**src/sv/bwa_pkg.sv**
```systemverilog
// Shared widths, codes and sequencer states of the bitmap word allocator.
`timescale 1ns / 1ps

package bwa_pkg;

   localparam int WORD_UNITS_DEFAULT = 64;

   localparam int OP_W     = 2;
   localparam int SIZE_W   = 19;
   localparam int ALIGN_W  = 3;
   localparam int ADDR_W   = 18;
   localparam int STATUS_W = 3;
   localparam int FREE_W   = 19;
   localparam int SHIFT_W  = 4;

   localparam logic [OP_W-1:0] OP_ALLOC      = 2'd0;
   localparam logic [OP_W-1:0] OP_ALLOC_MARK = 2'd1;
   localparam logic [OP_W-1:0] OP_FREE_SIZE  = 2'd2;
   localparam logic [OP_W-1:0] OP_FREE_MARK  = 2'd3;

   localparam logic [STATUS_W-1:0] STATUS_OK      = 3'd0;
   localparam logic [STATUS_W-1:0] STATUS_NOSPACE = 3'd1;
   localparam logic [STATUS_W-1:0] STATUS_RANGE   = 3'd2;
   localparam logic [STATUS_W-1:0] STATUS_DOUBLE  = 3'd3;
   localparam logic [STATUS_W-1:0] STATUS_NOMARK  = 3'd4;

   typedef enum logic [3:0] {
      S_IDLE,
      S_SETUP,
      S_PREP,
      S_SCAN,
      S_MASK,
      S_MSCAN,
      S_RELEASE,
      S_COUNT,
      S_SUM
   } state_type;

endpackage

```
**src/sv/bwa_channels.sv**
```systemverilog
// Request and response channel interfaces of the bitmap word allocator.
`timescale 1ns / 1ps

interface bwa_req_if;
   logic                         valid;
   logic                         ready;
   logic [bwa_pkg::OP_W-1:0]     op;
   logic [bwa_pkg::SIZE_W-1:0]   size_bytes;
   logic [bwa_pkg::ALIGN_W-1:0]  align_log2;
   logic [bwa_pkg::ADDR_W-1:0]   address;

   modport source (output valid, op, size_bytes, align_log2, address, input ready);
   modport sink (input valid, op, size_bytes, align_log2, address, output ready);
endinterface

interface bwa_rsp_if;
   logic                          valid;
   logic                          ready;
   logic [bwa_pkg::STATUS_W-1:0]  status;
   logic [bwa_pkg::ADDR_W-1:0]    offset;
   logic [bwa_pkg::FREE_W-1:0]    free_bytes;

   modport source (output valid, status, offset, free_bytes, input ready);
   modport sink (input valid, status, offset, free_bytes, output ready);
endinterface

```
**src/sv/bitmap_word_allocator.sv**
```systemverilog
// Bitmap word allocator: first-fit allocate and free over one word of units.
// The request channel takes one transaction at a time: allocate, allocate with
// an end mark on the run's last unit, free by size, or free up to the first
// end mark at or after the given offset. Every request yields exactly one
// response transaction with a status, the allocated byte offset and the free
// bytes that remain. The unit size is set by a single write-only register
// (log2 of bytes per unit) that should only be written while the block idles.
// An allocation walks the aligned candidate positions one per cycle with a
// single shifted-window compare; a free by end mark walks the mark bits one
// per cycle. The free count comes from a two-stage registered popcount.
// An allocation passes through setup, prep, the position scan, count and sum;
// a free by size through setup, prep, mask, release, count and sum; a free by
// end mark walks the mark bits in place of mask, and goes to count if no mark
// turns up; a request refused by its first checks goes from prep to count.
// Ready is low from acceptance until the response is loaded into the output
// register, so a new request is accepted only once the previous one is done.
// A stalled receiver is buffered by the output register; the next request is
// accepted and processed while the old response waits, and its own result
// waits in the final step until the register frees up. Reset (synchronous,
// active high) frees every unit, clears all end marks and sets one-byte units.
`timescale 1ns / 1ps

module bitmap_word_allocator #(
   parameter int WORD_UNITS = bwa_pkg::WORD_UNITS_DEFAULT
) (
   input  logic                        clock,
   input  logic                        reset,
   bwa_req_if.sink                     req_ch,
   bwa_rsp_if.source                   rsp_ch,
   input  logic                        csr_write_enable,
   input  logic [bwa_pkg::SHIFT_W-1:0] csr_write_data
);

   localparam int PW    = $clog2(WORD_UNITS);
   localparam int PADW  = 1 << PW;
   localparam int EW    = PW + 2;
   localparam int UW    = bwa_pkg::SIZE_W + 1;
   localparam int NG    = (WORD_UNITS + 7) / 8;
   localparam int GW    = NG * 8;
   localparam int CW    = $clog2(WORD_UNITS + 1);
   localparam int IDX_W = 6;

   function automatic logic [3:0] count8(input logic [7:0] v);
      logic [3:0] n;
      n = 4'd0;
      for (int k = 0; k < 8; k++) begin
         n = n + 4'(v[k]);
      end
      return n;
   endfunction

   bwa_pkg::state_type state_ff, state_in;

   logic [WORD_UNITS-1:0]          free_map_ff, free_map_in;
   logic [WORD_UNITS-1:0]          end_marks_ff, end_marks_in;
   logic [bwa_pkg::SHIFT_W-1:0]    unit_shift_ff;

   logic [bwa_pkg::OP_W-1:0]       op_ff, op_in;
   logic [bwa_pkg::SIZE_W-1:0]     size_ff, size_in;
   logic [bwa_pkg::ALIGN_W-1:0]    alog_ff, alog_in;
   logic [bwa_pkg::ADDR_W-1:0]     addr_ff, addr_in;
   logic [UW-1:0]                  units_ff, units_in;
   logic [IDX_W-1:0]               idx_ff, idx_in;
   logic [WORD_UNITS-1:0]          lowmask_ff, lowmask_in;
   logic [PW-1:0]                  pos_ff, pos_in;
   logic [WORD_UNITS-1:0]          rel_mask_ff, rel_mask_in;
   logic [bwa_pkg::STATUS_W-1:0]   status_ff, status_in;
   logic [bwa_pkg::ADDR_W-1:0]     offset_ff, offset_in;
   logic [3:0]                     part_ff [NG];
   logic [3:0]                     part_in [NG];

   logic                           rsp_valid_ff, rsp_valid_in;
   logic [bwa_pkg::STATUS_W-1:0]   rsp_status_ff, rsp_status_in;
   logic [bwa_pkg::ADDR_W-1:0]     rsp_offset_ff, rsp_offset_in;
   logic [bwa_pkg::FREE_W-1:0]     rsp_free_ff, rsp_free_in;

   logic [PADW-1:0]                free_pad;
   logic [PADW-1:0]                end_pad;
   logic [GW-1:0]                  free_grp;
   logic [WORD_UNITS-1:0]          window;
   logic                           fit;
   logic [EW-1:0]                  next_pos;
   logic [EW-1:0]                  last_unit;
   logic [UW:0]                    idx_end;
   logic [CW-1:0]                  total;
   logic                           wide_align;

   assign free_pad = PADW'(free_map_ff);
   assign end_pad  = PADW'(end_marks_ff);
   assign free_grp = GW'(free_map_ff);
   assign window   = free_map_ff >> pos_ff;
   assign fit      = (window & lowmask_ff) == lowmask_ff;
   // Alignments of at least the padded word size leave position zero only.
   assign wide_align = 32'(alog_ff) >= PW;
   assign next_pos   = EW'(pos_ff) + (EW'(1) << alog_ff);
   assign last_unit  = EW'(pos_ff) + EW'(units_ff) - EW'(1);
   assign idx_end    = (UW + 1)'(idx_ff) + (UW + 1)'(units_ff);

   always_comb begin
      total = '0;
      for (int g = 0; g < NG; g++) begin
         total = total + CW'(part_ff[g]);
      end
   end

   assign req_ch.ready      = state_ff == bwa_pkg::S_IDLE;
   assign rsp_ch.valid      = rsp_valid_ff;
   assign rsp_ch.status     = rsp_status_ff;
   assign rsp_ch.offset     = rsp_offset_ff;
   assign rsp_ch.free_bytes = rsp_free_ff;

   always_comb begin
      state_in      = state_ff;
      free_map_in   = free_map_ff;
      end_marks_in  = end_marks_ff;
      op_in         = op_ff;
      size_in       = size_ff;
      alog_in       = alog_ff;
      addr_in       = addr_ff;
      units_in      = units_ff;
      idx_in        = idx_ff;
      lowmask_in    = lowmask_ff;
      pos_in        = pos_ff;
      rel_mask_in   = rel_mask_ff;
      status_in     = status_ff;
      offset_in     = offset_ff;
      part_in       = part_ff;
      rsp_valid_in  = rsp_valid_ff && !rsp_ch.ready;
      rsp_status_in = rsp_status_ff;
      rsp_offset_in = rsp_offset_ff;
      rsp_free_in   = rsp_free_ff;

      case (state_ff)
         bwa_pkg::S_IDLE: begin
            if (req_ch.valid) begin
               op_in    = req_ch.op;
               size_in  = req_ch.size_bytes;
               alog_in  = req_ch.align_log2;
               addr_in  = req_ch.address;
               state_in = bwa_pkg::S_SETUP;
            end
         end
         bwa_pkg::S_SETUP: begin
            units_in = (UW'(size_ff) + ((UW'(1) << unit_shift_ff) - UW'(1))) >> unit_shift_ff;
            idx_in   = IDX_W'(addr_ff >> unit_shift_ff);
            state_in = bwa_pkg::S_PREP;
         end
         bwa_pkg::S_PREP: begin
            lowmask_in = ~({WORD_UNITS{1'b1}} << units_ff);
            offset_in  = '0;
            case (op_ff)
               bwa_pkg::OP_ALLOC, bwa_pkg::OP_ALLOC_MARK: begin
                  if (units_ff == '0 || units_ff > UW'(WORD_UNITS)) begin
                     status_in = bwa_pkg::STATUS_NOSPACE;
                     state_in  = bwa_pkg::S_COUNT;
                  end else begin
                     pos_in   = '0;
                     state_in = bwa_pkg::S_SCAN;
                  end
               end
               bwa_pkg::OP_FREE_SIZE: begin
                  if (idx_end > (UW + 1)'(WORD_UNITS)) begin
                     status_in = bwa_pkg::STATUS_RANGE;
                     state_in  = bwa_pkg::S_COUNT;
                  end else begin
                     state_in = bwa_pkg::S_MASK;
                  end
               end
               default: begin
                  if (32'(idx_ff) >= WORD_UNITS || free_pad[idx_ff[PW-1:0]]) begin
                     status_in = bwa_pkg::STATUS_NOMARK;
                     state_in  = bwa_pkg::S_COUNT;
                  end else begin
                     pos_in   = idx_ff[PW-1:0];
                     state_in = bwa_pkg::S_MSCAN;
                  end
               end
            endcase
         end
         bwa_pkg::S_SCAN: begin
            if (fit) begin
               free_map_in = free_map_ff & ~(lowmask_ff << pos_ff);
               if (op_ff == bwa_pkg::OP_ALLOC_MARK) begin
                  end_marks_in = end_marks_ff | (WORD_UNITS'(1) << last_unit);
               end
               status_in = bwa_pkg::STATUS_OK;
               offset_in = bwa_pkg::ADDR_W'(pos_ff) << unit_shift_ff;
               state_in  = bwa_pkg::S_COUNT;
            end else if (wide_align ||
                         next_pos + EW'(units_ff) > EW'(WORD_UNITS)) begin
               status_in = bwa_pkg::STATUS_NOSPACE;
               state_in  = bwa_pkg::S_COUNT;
            end else begin
               pos_in = next_pos[PW-1:0];
            end
         end
         bwa_pkg::S_MASK: begin
            rel_mask_in = lowmask_ff << idx_ff;
            state_in    = bwa_pkg::S_RELEASE;
         end
         bwa_pkg::S_MSCAN: begin
            if (end_pad[pos_ff]) begin
               // The run spans from the start unit through the mark, inclusive.
               rel_mask_in = ({WORD_UNITS{1'b1}} << idx_ff) &
                             ~({WORD_UNITS{1'b1}} << (EW'(pos_ff) + EW'(1)));
               end_marks_in = end_marks_ff & ~(WORD_UNITS'(1) << pos_ff);
               state_in     = bwa_pkg::S_RELEASE;
            end else if (pos_ff == PW'(WORD_UNITS - 1)) begin
               status_in = bwa_pkg::STATUS_NOMARK;
               state_in  = bwa_pkg::S_COUNT;
            end else begin
               pos_in = pos_ff + PW'(1);
            end
         end
         bwa_pkg::S_RELEASE: begin
            status_in   = (free_map_ff & rel_mask_ff) != '0 ?
                          bwa_pkg::STATUS_DOUBLE : bwa_pkg::STATUS_OK;
            free_map_in = free_map_ff | rel_mask_ff;
            state_in    = bwa_pkg::S_COUNT;
         end
         bwa_pkg::S_COUNT: begin
            for (int g = 0; g < NG; g++) begin
               part_in[g] = count8(free_grp[g*8 +: 8]);
            end
            state_in = bwa_pkg::S_SUM;
         end
         bwa_pkg::S_SUM: begin
            // The result waits here while the output register is still occupied.
            if (!rsp_valid_ff || rsp_ch.ready) begin
               rsp_valid_in  = 1'b1;
               rsp_status_in = status_ff;
               rsp_offset_in = offset_ff;
               rsp_free_in   = bwa_pkg::FREE_W'(total) << unit_shift_ff;
               state_in      = bwa_pkg::S_IDLE;
            end
         end
         default: begin
            state_in = bwa_pkg::S_IDLE;
         end
      endcase
   end

   always_ff @(posedge clock) begin
      if (reset) begin
         state_ff      <= bwa_pkg::S_IDLE;
         free_map_ff   <= {WORD_UNITS{1'b1}};
         end_marks_ff  <= '0;
         unit_shift_ff <= '0;
         rsp_valid_ff  <= 1'b0;
      end else begin
         state_ff     <= state_in;
         free_map_ff  <= free_map_in;
         end_marks_ff <= end_marks_in;
         rsp_valid_ff <= rsp_valid_in;
         if (csr_write_enable) begin
            unit_shift_ff <= csr_write_data;
         end
      end
   end

   always_ff @(posedge clock) begin
      op_ff         <= op_in;
      size_ff       <= size_in;
      alog_ff       <= alog_in;
      addr_ff       <= addr_in;
      units_ff      <= units_in;
      idx_ff        <= idx_in;
      lowmask_ff    <= lowmask_in;
      pos_ff        <= pos_in;
      rel_mask_ff   <= rel_mask_in;
      status_ff     <= status_in;
      offset_ff     <= offset_in;
      part_ff       <= part_in;
      rsp_status_ff <= rsp_status_in;
      rsp_offset_ff <= rsp_offset_in;
      rsp_free_ff   <= rsp_free_in;
   end

   // After a request transaction the block is busy in the next cycle.
   a_busy_after_accept: assert property (@(posedge clock) disable iff (reset)
      req_ch.valid && req_ch.ready |=> !req_ch.ready)
      else $error("request accepted while the previous one was still in work");

   // A response only appears from the final step of the sequencer.
   a_rsp_from_sum: assert property (@(posedge clock) disable iff (reset)
      $rose(rsp_valid_ff) |-> $past(state_ff == bwa_pkg::S_SUM))
      else $error("response loaded outside the final step");

   // Every candidate position under test leaves room for the whole run.
   a_scan_in_word: assert property (@(posedge clock) disable iff (reset)
      state_ff == bwa_pkg::S_SCAN |->
         (UW + 1)'(pos_ff) + (UW + 1)'(units_ff) <= (UW + 1)'(WORD_UNITS))
      else $error("scan position runs past the end of the word");

endmodule

```
**src/flat_wrapper.sv**
```systemverilog
// flat-port wrapper written by rule: the top's interface ports become plain ports
module bitmap_word_allocator_flat 
#(
   parameter int WORD_UNITS = bwa_pkg::WORD_UNITS_DEFAULT
)
  (clock, reset, csr_write_enable, csr_write_data, req_ch_valid, req_ch_op, req_ch_size_bytes, req_ch_align_log2, req_ch_address, req_ch_ready, rsp_ch_valid, rsp_ch_status, rsp_ch_offset, rsp_ch_free_bytes, rsp_ch_ready);
  bwa_req_if req_ch_i ();
  bwa_rsp_if rsp_ch_i ();
  input  logic clock;
  input  logic reset;
  input  logic csr_write_enable;
  input  logic [bwa_pkg::SHIFT_W-1:0] csr_write_data;
  input wire logic [$bits(req_ch_i.valid)-1:0] req_ch_valid;
  input wire logic [$bits(req_ch_i.op)-1:0] req_ch_op;
  input wire logic [$bits(req_ch_i.size_bytes)-1:0] req_ch_size_bytes;
  input wire logic [$bits(req_ch_i.align_log2)-1:0] req_ch_align_log2;
  input wire logic [$bits(req_ch_i.address)-1:0] req_ch_address;
  output wire logic [$bits(req_ch_i.ready)-1:0] req_ch_ready;
  output wire logic [$bits(rsp_ch_i.valid)-1:0] rsp_ch_valid;
  output wire logic [$bits(rsp_ch_i.status)-1:0] rsp_ch_status;
  output wire logic [$bits(rsp_ch_i.offset)-1:0] rsp_ch_offset;
  output wire logic [$bits(rsp_ch_i.free_bytes)-1:0] rsp_ch_free_bytes;
  input wire logic [$bits(rsp_ch_i.ready)-1:0] rsp_ch_ready;
  assign req_ch_i.valid = req_ch_valid;
  assign req_ch_i.op = req_ch_op;
  assign req_ch_i.size_bytes = req_ch_size_bytes;
  assign req_ch_i.align_log2 = req_ch_align_log2;
  assign req_ch_i.address = req_ch_address;
  assign req_ch_ready = req_ch_i.ready;
  assign rsp_ch_valid = rsp_ch_i.valid;
  assign rsp_ch_status = rsp_ch_i.status;
  assign rsp_ch_offset = rsp_ch_i.offset;
  assign rsp_ch_free_bytes = rsp_ch_i.free_bytes;
  assign rsp_ch_i.ready = rsp_ch_ready;
  bitmap_word_allocator #(.WORD_UNITS(WORD_UNITS)) u_core (.clock(clock), .reset(reset), .req_ch(req_ch_i), .rsp_ch(rsp_ch_i), .csr_write_enable(csr_write_enable), .csr_write_data(csr_write_data));
endmodule
```
**config.mk**
```make
export PLATFORM = sky130hd
export DESIGN_NAME = bitmap_word_allocator_flat
export DESIGN_NICKNAME = d
export VERILOG_FILES = /design/src/sv/bwa_pkg.sv /design/src/sv/bwa_channels.sv /design/src/sv/bitmap_word_allocator.sv /design/src/flat_wrapper.sv
export SDC_FILE = /design/constraint.sdc
export NUM_CORES = 2
export LEC_CHECK = 0
export BUFFER_PORTS_ARGS = -buffer_cell sky130_fd_sc_hd__buf_2
export CAP_MARGIN = 20
export CORE_MARGIN = 5
export CORE_UTILIZATION = 44
export DETAILED_ROUTE_END_ITERATION = 10
export PLACE_DENSITY_LB_ADDON = 0.1
export SLEW_MARGIN = 20
export SYNTH_ARGS = -nofsm -noshare
export SYNTH_HDL_FRONTEND = slang
export SYNTH_SLANG_ARGS = --single-unit
```
**constraint.sdc**
```tcl
create_clock -name clock -period 17 [get_ports clock]
set_input_delay 3.4 -clock clock [delete_from_list [all_inputs] [get_ports clock]]
set_output_delay 3.4 -clock clock [all_outputs]
set_load 0.005 [all_outputs]
```
# ---- Word level (Yosys, flattened, before mapping)
# Index checks and enable logic that the tools add are counted.
dict set report word_totals {
  ff_bits 432
  in_bits 51
  out_inout_bits 42
  word_cells 231
}
dict set report op_classes {
  addsub 72
  n_lt_le_gt_ge 6
  n_eq_ne 30
  shift 14
  muxes 45
  n_bitwise 11
  reduce_logical 26
}
# op n
set ops {}
lappend ops {{64-bit one-hot mux with 2 select lines} 3}
lappend ops {{64-bit AND} 5}
lappend ops {{64-bit 2-to-1 mux} 5}
lappend ops {{64-bit inverter} 4}
lappend ops {{4-bit by 1-bit adder with 4-bit output} 48}
lappend ops {{64-bit OR} 2}
lappend ops {{64-bit by 6-bit << shifter with 64-bit output} 2}
lappend ops {{64-bit == test} 1}
lappend ops {{64-bit nonzero test} 1}
lappend ops {{1-bit by 6-bit << shifter with 64-bit output, first input constant} 1}
lappend ops {{1-bit by 8-bit << shifter with 64-bit output, first input constant} 1}
lappend ops {{64-bit by 20-bit << shifter with 64-bit output, first input constant} 1}
lappend ops {{64-bit by 6-bit << shifter with 64-bit output, first input constant} 1}
lappend ops {{64-bit by 8-bit << shifter with 64-bit output, first input constant} 1}
lappend ops {{64-bit by 6-bit right shift with 64-bit output} 1}
lappend ops {{7-bit by 4-bit adder with 7-bit output} 6}
lappend ops {{6-bit 2-to-1 mux} 6}
lappend ops {{18-bit one-hot mux with 2 select lines} 1}
lappend ops {{4-bit one-hot mux with 9 select lines} 1}
lappend ops {{3-bit 2-to-1 mux} 8}
lappend ops {{4-bit 2-to-1 mux} 6}
lappend ops {{6-bit by 20-bit adder with 21-bit output} 1}
lappend ops {{21-bit by 7-bit greater-than comparator with 1-bit output, second input constant} 1}
lappend ops {{19-bit by 20-bit adder with 20-bit output} 1}
lappend ops {{54 further kinds} 96}

# ---- Longest topological paths before layout
dict set report depth {
  depth_word 8
  mapped_depth 25
  depth_no_buf 21
}

# ---- Worst setup path before layout
# Ideal clock, no wire load.
dict set report synth_path {
  kind {reg2reg}
  start {register u_core.pos_ff[1]}
  end {register u_core.rel_mask_ff[0], enable pin}
  setup_ps 565
  arrival_ps 6830
  path_slack_ps 9606
  path_stages_with_launch 13
  synth_period_minus_slack_ps 7394
  path_cell_list {edfxtp_1 buf_2 buf_2 inv_1 buf_2 nand2_1 o221ai_1 o22ai_1 nor2_1 mux4_2 clkbuf_1 nor2b_1 nor3_1}
}
dict set report synth_via {
  elab_chain_len 4
}
# item line
set synth_rtl {}
lappend synth_rtl {{start: declaration} bitmap_word_allocator.sv:65} ;# logic [PW-1:0] pos_ff, pos_in;
lappend synth_rtl {{start signal: assignment} bitmap_word_allocator.sv:269} ;# pos_ff <= pos_in;
lappend synth_rtl {{1-bit binary-select mux with 6-bit select} bitmap_word_allocator.sv:202} ;# if (end_pad[pos_ff]) begin
lappend synth_rtl {{1-bit 2-to-1 mux (not written as such)} bitmap_word_allocator.sv:202}
lappend synth_rtl {{2-bit by 1-bit != test with 1-bit output (no line)} -}
lappend synth_rtl {{2-bit AND reduction (no line)} -}
lappend synth_rtl {{end signal: assignment} bitmap_word_allocator.sv:270} ;# rel_mask_ff <= rel_mask_in;
lappend synth_rtl {{end: declaration} bitmap_word_allocator.sv:66} ;# logic [WORD_UNITS-1:0] rel_mask_ff, rel_mask_in;
# No other way between the ends. The select of a mux whose other input is x is not followed.
# A chain may end at the register's enable or synchronous reset.

# ---- Worst setup path after layout
dict set report layout_path {
  start {register u_core.pos_ff[0]}
  end {register u_core.offset_ff[8] (netlist name), enable pin}
}
dict set report layout_via {
  elab_chain_len 5
}
# item line
set layout_rtl {}
lappend layout_rtl {{64-bit by 6-bit right shift with 64-bit output} bitmap_word_allocator.sv:91} ;# assign window = free_map_ff >> pos_ff;
lappend layout_rtl {{64-bit AND} bitmap_word_allocator.sv:92} ;# assign fit = (window & lowmask_ff) == lowmask_ff;
lappend layout_rtl {{64-bit == test} bitmap_word_allocator.sv:92}
lappend layout_rtl {{2-bit by 1-bit != test with 1-bit output (no line)} -}
lappend layout_rtl {{2-bit AND reduction (no line)} -}
lappend layout_rtl {{end signal: assignment} bitmap_word_allocator.sv:272} ;# offset_ff <= offset_in;
lappend layout_rtl {{end: declaration} bitmap_word_allocator.sv:68} ;# logic [bwa_pkg::ADDR_W-1:0] offset_ff, offset_in;
# No other way between the ends.

==> parameters.txt <==
Parameter                              Value

Outcome
  Outcome ... completed

Logic synthesis
  Avg Cell Area, Syn ... 8.59 um^2
  Most used flip-flop cell after synthesis ... sky130_fd_sc_hd__edfxtp_1
  Sequential share of the synthesized area ... 29.2%
  Most common cell in the netlist ... sky130_fd_sc_hd__nand2_1
  Top post-synthesis cells by count ... sky130_fd_sc_hd__nand2_1 (648), sky130_fd_sc_hd__o21ai_0 (398), sky130_fd_sc_hd__nor2_1 (374)
  Netlist area before placement ... 39800 um^2
  Ys Warns ... 0
  Instance count of the mapped netlist ... 4631
  Yosys top cell area share ... 22.3%
  Async SR Flop Fraction ... 0%
  Cell type contributing the most total cell area after synthesis ... sky130_fd_sc_hd__edfxtp_1
  Post-synth cell types ... 83
  Syn Nets ... 4855
  Post-synthesis sequential element count ... 432
  Cells taking the most area after synthesis ... sky130_fd_sc_hd__edfxtp_1 (22%), sky130_fd_sc_hd__mux4_2 (12%), sky130_fd_sc_hd__dfxtp_1 (6.9%)
  Number of flops mapped to enable cells by yosys ... 295

Critical path
  Cell seen most often among critical-path stages ... sky130_fd_sc_hd__buf_4
  Critical-path maximum fanout ... 97
  Worst path required time ... 17250 ps
  Arr. time, crit path ... 7490 ps
  Kind of cell adding the most delay to the critical path ... buffers and inverters
  Buffer and inverter count on the worst path ... 4
  Chain of cells forming the critical path ... buf_12 -> buf_4 -> buf_4 -> mux4_2 -> mux4_2 -> nor2_1 -> or4_1 -> a2111oi_2 -> nand4_1 -> or4_2 -> buf_4 -> nand2_1
  Critical-path top delay cell ... sky130_fd_sc_hd__buf_4
  Startpoint Class ... register
  Setup crit end kind ... register
  Launching point of the worst reg2reg path ... u_core.pos_ff[0]$_DFFE_PP_
  Launch point of the worst path ... u_core.pos_ff[0]$_DFFE_PP_
  Delay contributed by the slowest stage of the critical path ... 880 ps
  Classification of the worst setup path ... reg2reg

Pwr
  Worst IR drop on VDD ... 0.000144 V
  Pwr Density ... 156 nW/um^2
  Leakage dissipation ... 15.5 nW

Drt
  Detailed Route Iter0 Violations ... 5891
  Wire length reported by the detailed router ... 187 mm
  Total via count in the routed design ... 39600
  Vias/cell ... 6.95
  Total DRC errors in the routed layout ... 0
  Routed WL per cell ... 32.8 um
  First-pass iteration count of the detailed router ... 8
  Number of nets with antenna violations after routing ... 0

Clock tree
  Number of gates resized after cts ... 0
  TritonCTS buffer count ... 52
  Total number of H-tree levels ... 2
  TritonCTS clock tree ... built
  Clock slew at reported path FFs ... 60 ps
  Hold buffer count at cts ... 0
  Number of setup buffers added after CTS ... 0
  Clock sink count ... 432
  Root buf cell ... sky130_fd_sc_hd__clkbuf_16
  CTS Buffer Depth ... 3
  Worst-Skew Late Latency ... 670 ps

Global routing
  GRT overflow ... 0
  Maximum number of pins on one net before global-route repair ... 146
  Via count of the first global-routing pass ... 37000
  Tot GR Track Use ... 37.0%
  Initial antenna violation count ... 3
  Global-route wire length before repair ... 266 mm

Flow run
  Max capacitance violation total ... 0

Layout
  Final instance count without filler cells ... 5690
  Ratio of cells with drive above 1 in the final layout ... 13.8%
  Area growth from synthesis to layout ... 7.53%
  Finished Core Util ... 47.6%
  Total area of multi-input combinational cells ... 25600 um^2
  Sequential cell area in the final layout ... 11600 um^2
  Final-layout fill cell count ... 8797
  Layout Nets ... 4695

Floorplanning
  Number of top-level design ports ... 93
  Initial Utilization ... 44.2%
  Area of the core ... 89900 um^2
  Die Ht ... 311 um
  DIE WIDTH ... 311 um
  Std cell rows ... 110
  Area of the die ... 96500 um^2

Timing
  Count of final max-slew check failures ... 0
  Worst Clk Skew ... 63.8 ps
  RSZ-0062 raised after global routing ... false
  Max frequency ... 138 MHz
  Min Hold Slack ... 424 ps
  Setup tns final ... 0 ps
  Final-report setup violation count ... 0
  Final clock period utilization by the worst path ... 42.6%
  Max-Slew Margin vs Limit ... 18.1%
  Count of final hold-check violations ... 0
  Slew of the pin with the lowest slew margin ... 1220 ps
  Post-layout minimum cycle time ... 7240 ps

Hold path
  Worst hold path startpoint ... u_core.offset_ff[14]$_SDFFCE_PP0P_
  Kind of path behind the tightest hold check ... reg2reg

Placed design
  Weighted congestion at the end of routability-driven global placement ... 1.16
  Count of placed standard cells including taps ... 5591
  DPL Wire Length ... 130 mm
  Total of buffers placed on input and output ports ... 92
[layout make-up]
type | instances | area share (%)
multi-input cells | 3538 | 60.0
flip-flops and latches | 432 | 27.1
well taps | 1176 | 3.44
clock buffers | 65 | 3.38
repair buffers | 194 | 3.04
inverters | 253 | 2.24
clock inverters | 29 | 0.781
diodes | 3 | 0.0176
[metal layers]
layer | track usage, % | wire length, um
met1 | 48.1 | 70300
met2 | 55.3 | 79100
met3 | 9.25 | 21500
met4 | 23.8 | 16000
met5 | 0 | 0
[registers in the layout, indices dropped and copies added, names as in the netlist]
| signal | flops |
|---|---|
| u_core.op_ff | 2 |
| u_core.rel_mask_ff | 64 |
| u_core.end_marks_ff | 64 |
| u_core.size_ff | 19 |
| u_core.state_ff | 4 |
| u_core.alog_ff | 3 |
| u_core.addr_ff | 18 |
| u_core.pos_ff | 6 |
| u_core.offset_ff | 18 |
| u_core.rsp_ch.valid | 1 |
| u_core.rsp_ch.status | 3 |
| u_core.idx_ff | 6 |
| u_core.rsp_ch.offset | 18 |
| u_core.free_grp | 64 |
| u_core.rsp_ch.free_bytes | 19 |
| u_core.lowmask_ff | 64 |
| u_core.units_ff | 20 |
| u_core.status_ff | 3 |
| u_core.part_ff | 32 |
| u_core.unit_shift_ff | 4 |
[cells by family (layout without fill, tap and decap cells)]
family,after synthesis,in the layout,synth area share (%)
AO/OA/AOI/OAI,1182,1182,18.5
XOR/XNOR,54,54,1.19
adder cells (fa/ha/maj),173,173,6.50
buffers and inverters,661,541,6.60
flip-flops,432,432,29.2
multiplexers,503,503,19.7
other,0,3,0
AND/OR/NAND/NOR,1626,1626,18.3
[cell usage in the layout (no fill, tap or decap), drive strengths merged, types with 40 or more instances in the layout]
| master | n |
|---|---|
| fa | 56 |
| mux4 | 217 |
| ha | 117 |
| mux2i | 216 |
| inv | 254 |
| clkbuf | 65 |
| a21oi | 290 |
| edfxtp | 295 |
| xnor2 | 40 |
| nor2 | 374 |
| a211oi | 60 |
| buf | 194 |
| nand3 | 222 |
| nand2 | 648 |
| dfxtp | 137 |
| mux2 | 70 |
| o22ai | 43 |
| a31oi | 43 |
| o21ai | 406 |
| nor3 | 126 |
| nand4 | 42 |
[power breakdown]
group	leakage (nW)	internal [mW]	switching, mW
registers	3.62	1.34	0.156
clock network	0.873	0.682	0.485
logic	11.0	1.20	2.83
total	15.5	3.22	3.47
[through the flow]
step | worst slack, ps | total power [mW] | instance area [um^2]
floorplan | 9610 | 4.06 | 39800
global placement | 9810 | 5.38 | 40900
detailed placement | 9800 | 5.36 | 40900
CTS | 9720 | 6.55 | 42700
global route | 9390 | 6.97 | 42700
finish | 9760 | 6.69 | 42800
[final timing paths]
kind | endpoint | slack (ps) | cells after the start
max | u_core.offset_ff[8]$_SDFFCE_PN0P_ | 9760 | 12
min | u_core.rsp_ch.offset[14]$_DFFE_PP_ | 420 | 0
max reg2reg | u_core.offset_ff[8]$_SDFFCE_PN0P_ | 9760 | 12
min reg2reg | u_core.rsp_ch.offset[14]$_DFFE_PP_ | 420 | 0
Note: power is estimated with default switching activity, not from simulation.
